--- config.mk ---
export PLATFORM = sky130hd
export DESIGN_NAME = bvl_merge
export DESIGN_NICKNAME = d
export VERILOG_FILES = /design/src/rtl/core/bvl_pkg.sv /design/src/rtl/core/bvl_merge.sv
export SDC_FILE = /design/constraint.sdc
export NUM_CORES = 1
export LEC_CHECK = 0
export ABC_AREA = 1
export BUFFER_PORTS_ARGS = -buffer_cell sky130_fd_sc_hd__buf_2
export CAP_MARGIN = 25
export CORE_AREA = 4 4 111 113
export DETAILED_ROUTE_END_ITERATION = 10
export DIE_AREA = 0 0 115 117
export PLACE_DENSITY = 0.85
export SYNTH_ARGS = -nofsm -noshare
export SYNTH_HDL_FRONTEND = slang
export SYNTH_SLANG_ARGS = --single-unit
--- constraint.sdc ---
create_clock -name vclk -period 2.3
set_input_delay 0.46 -clock vclk [all_inputs]
set_output_delay 0.46 -clock vclk [all_outputs]
set_load 0.02 [all_outputs]
--- src/rtl/core/bvl_pkg.sv ---
`default_nettype none

package bvl_pkg;

    localparam int WORD_W            = 32;
    localparam int POS_W             = 6;
    localparam int COUNT_W           = 7;
    localparam int ACTION_W          = 2;
    localparam int STATUS_W          = 3;
    localparam int IN_DATA_W         = 104;
    localparam int OUT_DATA_W        = 104;
    localparam int TABLE_ENTRIES_DEF = 64;
    localparam int ENTRY_W           = 3 * WORD_W;

    localparam logic [WORD_W-1:0] MEM_FIELD_MASK_RST = 32'h0000_00FF;

    localparam logic [ACTION_W-1:0] ACT_VALIDATE  = 2'd0;
    localparam logic [ACTION_W-1:0] ACT_CLEAR     = 2'd1;
    localparam logic [ACTION_W-1:0] ACT_READ      = 2'd2;
    localparam logic [ACTION_W-1:0] ACT_READ_ALT  = 2'd3;

    typedef enum logic [STATUS_W-1:0] {
        ST_ADDED      = 3'd0,
        ST_MERGED     = 3'd1,
        ST_PLACE_CONF = 3'd2,
        ST_FLAG_CONF  = 3'd3,
        ST_FULL       = 3'd4,
        ST_RESET      = 3'd5,
        ST_READ_OK    = 3'd6,
        ST_READ_END   = 3'd7
    } t_status;

    typedef struct packed {
        logic [WORD_W-1:0] mask;
        logic [WORD_W-1:0] flags;
        logic [WORD_W-1:0] handle;
    } t_entry;

    typedef struct packed {
        logic              hit;
        t_status           status;
        logic [WORD_W-1:0] flags;
        logic [WORD_W-1:0] mask;
    } t_merge_res;

endpackage

`default_nettype wire

--- src/rtl/core/bvl_merge.sv ---
`default_nettype none

module bvl_merge (
    input  logic [bvl_pkg::WORD_W-1:0] i_req_handle,
    input  logic [bvl_pkg::WORD_W-1:0] i_req_flags,
    input  logic [bvl_pkg::WORD_W-1:0] i_req_mask,
    input  bvl_pkg::t_entry            i_entry,
    input  logic [bvl_pkg::WORD_W-1:0] i_mem_mask,
    output bvl_pkg::t_merge_res        o_res
);

    import bvl_pkg::*;

    logic [WORD_W-1:0] w_mem_sel;
    logic [WORD_W-1:0] w_mem_flags;
    logic [WORD_W-1:0] w_new_mask;
    logic [WORD_W-1:0] w_disagree;

    assign w_mem_sel   = (i_entry.mask | i_req_mask) & i_mem_mask;
    assign w_mem_flags = i_entry.flags & i_req_flags & w_mem_sel;
    assign w_new_mask  = i_entry.mask | i_req_mask;
    assign w_disagree  = i_req_mask & i_entry.mask & ~i_mem_mask
                         & (i_entry.flags ^ i_req_flags);

    always_comb begin
        o_res.hit   = (i_entry.handle == i_req_handle);
        o_res.flags = i_entry.flags;
        o_res.mask  = i_entry.mask;
        if (w_mem_flags == '0) begin
            o_res.status = ST_PLACE_CONF;
        end else if (w_disagree != '0) begin
            o_res.status = ST_FLAG_CONF;
        end else begin
            o_res.status = ST_MERGED;
            o_res.flags  = w_mem_flags
                           | ((i_entry.flags | i_req_flags) & w_new_mask & ~i_mem_mask);
            o_res.mask   = w_new_mask;
        end
    end

endmodule

`default_nettype wire

Word-level counts from Yosys, hierarchy flattened
Index checks and enable logic that the tools add are counted.
{"block": "op_classes", "n_addsub": 0, "mul": 0, "div_mod_pow": 0, "n_lt_le_gt_ge": 0, "n_eq_ne": 1, "shifts": 0, "muxes": 4, "bitwise_logic": 13, "n_reduce_logical": 2}
{"cell": "$and 32x32->32", "count": 8}
{"cell": "$mux 64", "count": 2}
{"cell": "$or 32x32->32", "count": 3}
{"cell": "$eq 32x32->1", "count": 1}
{"cell": "$logic_not 32->1", "count": 1}
{"cell": "$not 32->32", "count": 1}
{"cell": "$reduce_bool 32->1", "count": 1}
{"cell": "$xor 32x32->32", "count": 1}
{"cell": "$mux 3", "count": 1}
{"cell": "$mux 2", "count": 1}
{"block": "totals", "reg_bits": 0, "latchBits": 0, "ramBits": 0, "rom_bits": 0, "inputBits": 224, "elab_cells": 20, "memories": 0}

Depth between registers and ports, before layout
{"block": "depth", "ltp_word": 6, "mapped_depth": 14, "ltp_nobuf": 12}

Worst setup path before layout
OpenSTA, ideal clock, no wires.
{"block": "synth_timing", "path_type": "input to output", "start": "input i_req_flags[13] in the netlist's numbering", "end": "output o_res[13] in the netlist's numbering", "arrival_ns": 2.014, "slack_ns": -0.174, "stages": 13, "path_buffers": 2, "path_cell_list": "inv_1 ha_1 nand2_1 nor2_1 nor2_1 nand2_1 nor2_1 nand2_1 nor2_4 nand2_2 buf_6 buf_4 o21bai_1"}
{"item": "start: declaration", "line": "bvl_merge.sv:5", "rtl": "input logic [bvl_pkg::WORD_W-1:0] i_req_flags,"}
{"item": "end: declaration", "line": "bvl_merge.sv:9", "rtl": "output bvl_pkg::t_merge_res o_res"}

==> flow_summary.toml <==
[worst_setup_path]
critPathKind = "input port to output pin"
cp-end-kind = "output pin"
arrival_ps = 2260
crit_chain = "buf_6 > inv_2 > ha_4 > nand2_1 > nor2_1 > nor2_1 > nand2_1 > nor2_2 > nand2_2 > nor2_4 > nand2_8 > buf_12 > buf_4 > o21bai_4 > buf_6"
crit_fanout = 16
cp-start-kind = "input port"
cp.required_ps = 1840
critPathSlowestCell = "ha_4"
max_stage_delay_ps = 190

[timing]
setup_tns_ps = -22390
timing.hold.ws_ps = 1210
finalHoldViolations = 0
final_max_slew_viol_count = 0
finalCritPeriodShare = 1.18
fmax_mhz = 368
setup_viol = 66
rsz0062_at_grt = "true"
min_period_ps = 2720
setup_ws_ps = -418

[cells_and_area]
layout_commonest_cell = "buf_2"
final_cell_mix = "buf_2 (189), nand2_1 (186), inv_1 (118)"
synthToLayoutAreaGrowth_pct = 115
n_sequential_cell = 0
drive_gt1_frac = 0.567
clock_buffers = 0
seq_area_um2 = 0
num-nets-final = 1433

[logic_synthesis]
syn_area_per_cell_um2 = 5.11
ys_seq_area_frac = 0
syn_inst = 755
ys_types = 30
syn_nets = 1043
synth_area_mm2 = 0.00385
yosysWarnings = 0

[routing]
drt_iter0_markers = 442
dr.pass1.iters = 5
drc = 0
avgRoutedWirePerCell_um = 17.2
routed_wl_mm = 22.1
via_per_inst = 5.01
final_antenna_net_count = 0
vias = 6449

[worst_hold_path]
hold_class = "input port to output pin"

[floorplanning]
dieWidth_um = 115
floorplan.initialDensity = 0.341
num_rows = 39
core_area_mm2 = 0.0113
die_h_um = 117
ioPinCount = 292
dieArea_mm2 = 0.0135

[placement]
place_congestion = 0.995
dp_hpwl_mm = 14.4
portBuffers = 291

[status]
status = "finished with violations"
violations = "setup timing"

[global_route]
grt_pass1_vias = 6306
grt_usage = 0.264
gr-total-overflow = 0
antenna_found_initial = 1
grt_start_max_net_pins = 18
grt_pass1_wl_mm = 28.9

[run]
drv_cap = 0

[power]
ir_drop_uv = 253
p_leak_nw = 4.83
power.density_mw_per_mm2 = 260

[clock_tree]
ctsHoldBuffers = 0
==> final timing paths <==
check	from	end	slack (ps)	depth (start not counted)
setup / recovery	i_entry[36]	o_res[13]	-420	15
hold / removal	i_entry[49]	o_res[49]	1210	4
==> power by group <==
group	internal (mW)	leakage, nW	switching (mW)
combinational	1.05	4.83	1.10
sequential	0	0	0
clock	0.0000000581	0.00000634	0
total	1.05	4.83	1.10
==> what timing repair did <==
action	in CTS	in global routing
gates cloned	3	1
setup buffers	3	13
setup endpoints to repair	66	66
pin swaps	55	65
resized for setup	224	191
==> cell families (layout without fill, tap and decap cells) <==
| kind of cell | count (synthesis) | in the layout | share of synthesized area |
|---|---|---|---|
| AOI/OAI and AO/OA | 46 | 46 | 0.0893 |
| xor gates and xnor gates | 22 | 22 | 0.0500 |
| adders and majority gates | 64 | 64 | 0.208 |
| buffers and inverters | 192 | 580 | 0.201 |
| other | 1 | 2 | 0.000973 |
| and+or+nand+nor | 430 | 430 | 0.451 |
==> cell type report <==
cell class         count  area (µm²)
multi-input cells    563        4270
repair buffers       402        3120
fillers              772        3030
inverters            178         721
well taps            143         179
diodes                 1        2.50
==> metal layers <==
layer,global-route usage,up-vias,part of all wire
met1,0.294,2951,0.35
met2,0.512,383,0.52
met4,0.0869,0,0.046
li1,-,3022,-
met3,0.0380,93,0.086
met5,0,-,0
==> critical path: cells and delay by family <==
family	cells	cell delay, ps
buf+inv	5	610
fa+ha+maj	1	190
simple gates	8	860
compound gates	1	120
==> through the flow <==
stage | cell area, µm² | total power [mW] | utilization | std cells | setup WS [ps]
detailed placement | 6570 | 1.47 | 0.580 | 1268 | -489
global route | 8290 | 2.29 | 0.733 | 1287 | -513
floorplan | 4330 | 0.819 | - | 755 | -13.6
global placement | 6570 | 1.43 | 0.580 | 1268 | -487
CTS | 7480 | 1.80 | 0.661 | 1273 | -385
finish | 8290 | 2.15 | 0.733 | 1287 | -418
==> cells in the mapped netlist <==
cell	n	area share
nand2_1	258	0.25
inv_1	178	0.17
nor2_1	93	0.091
ha_1	64	0.21
nand3_1	58	0.075
o21bai_1	32	0.062
xnor2_1	14	0.032
xor2_1	8	0.018
o31ai_1	7	0.014
nor3_1	5	0.0065
or2_1	5	0.0081
buf_6	3	0.0088
clkbuf_1	3	0.0029
or2_2	3	0.0049
buf_1	2	0.0019
buf_2	2	0.0026
buf_4	2	0.0039
buf_8	2	0.0078
nand2_2	2	0.0032
nand4_1	2	0.0032
nor2_2	2	0.0032
o21ai_0	2	0.0026
conb_1	1	0.00097
nor2_4	1	0.0029
nor4_1	1	0.0016
o2111a_1	1	0.0029
o2111ai_1	1	0.0023
o211ai_1	1	0.0019
o21a_1	1	0.0019
o22ai_1	1	0.0016
Note: power is estimated with default switching activity, not from simulation.
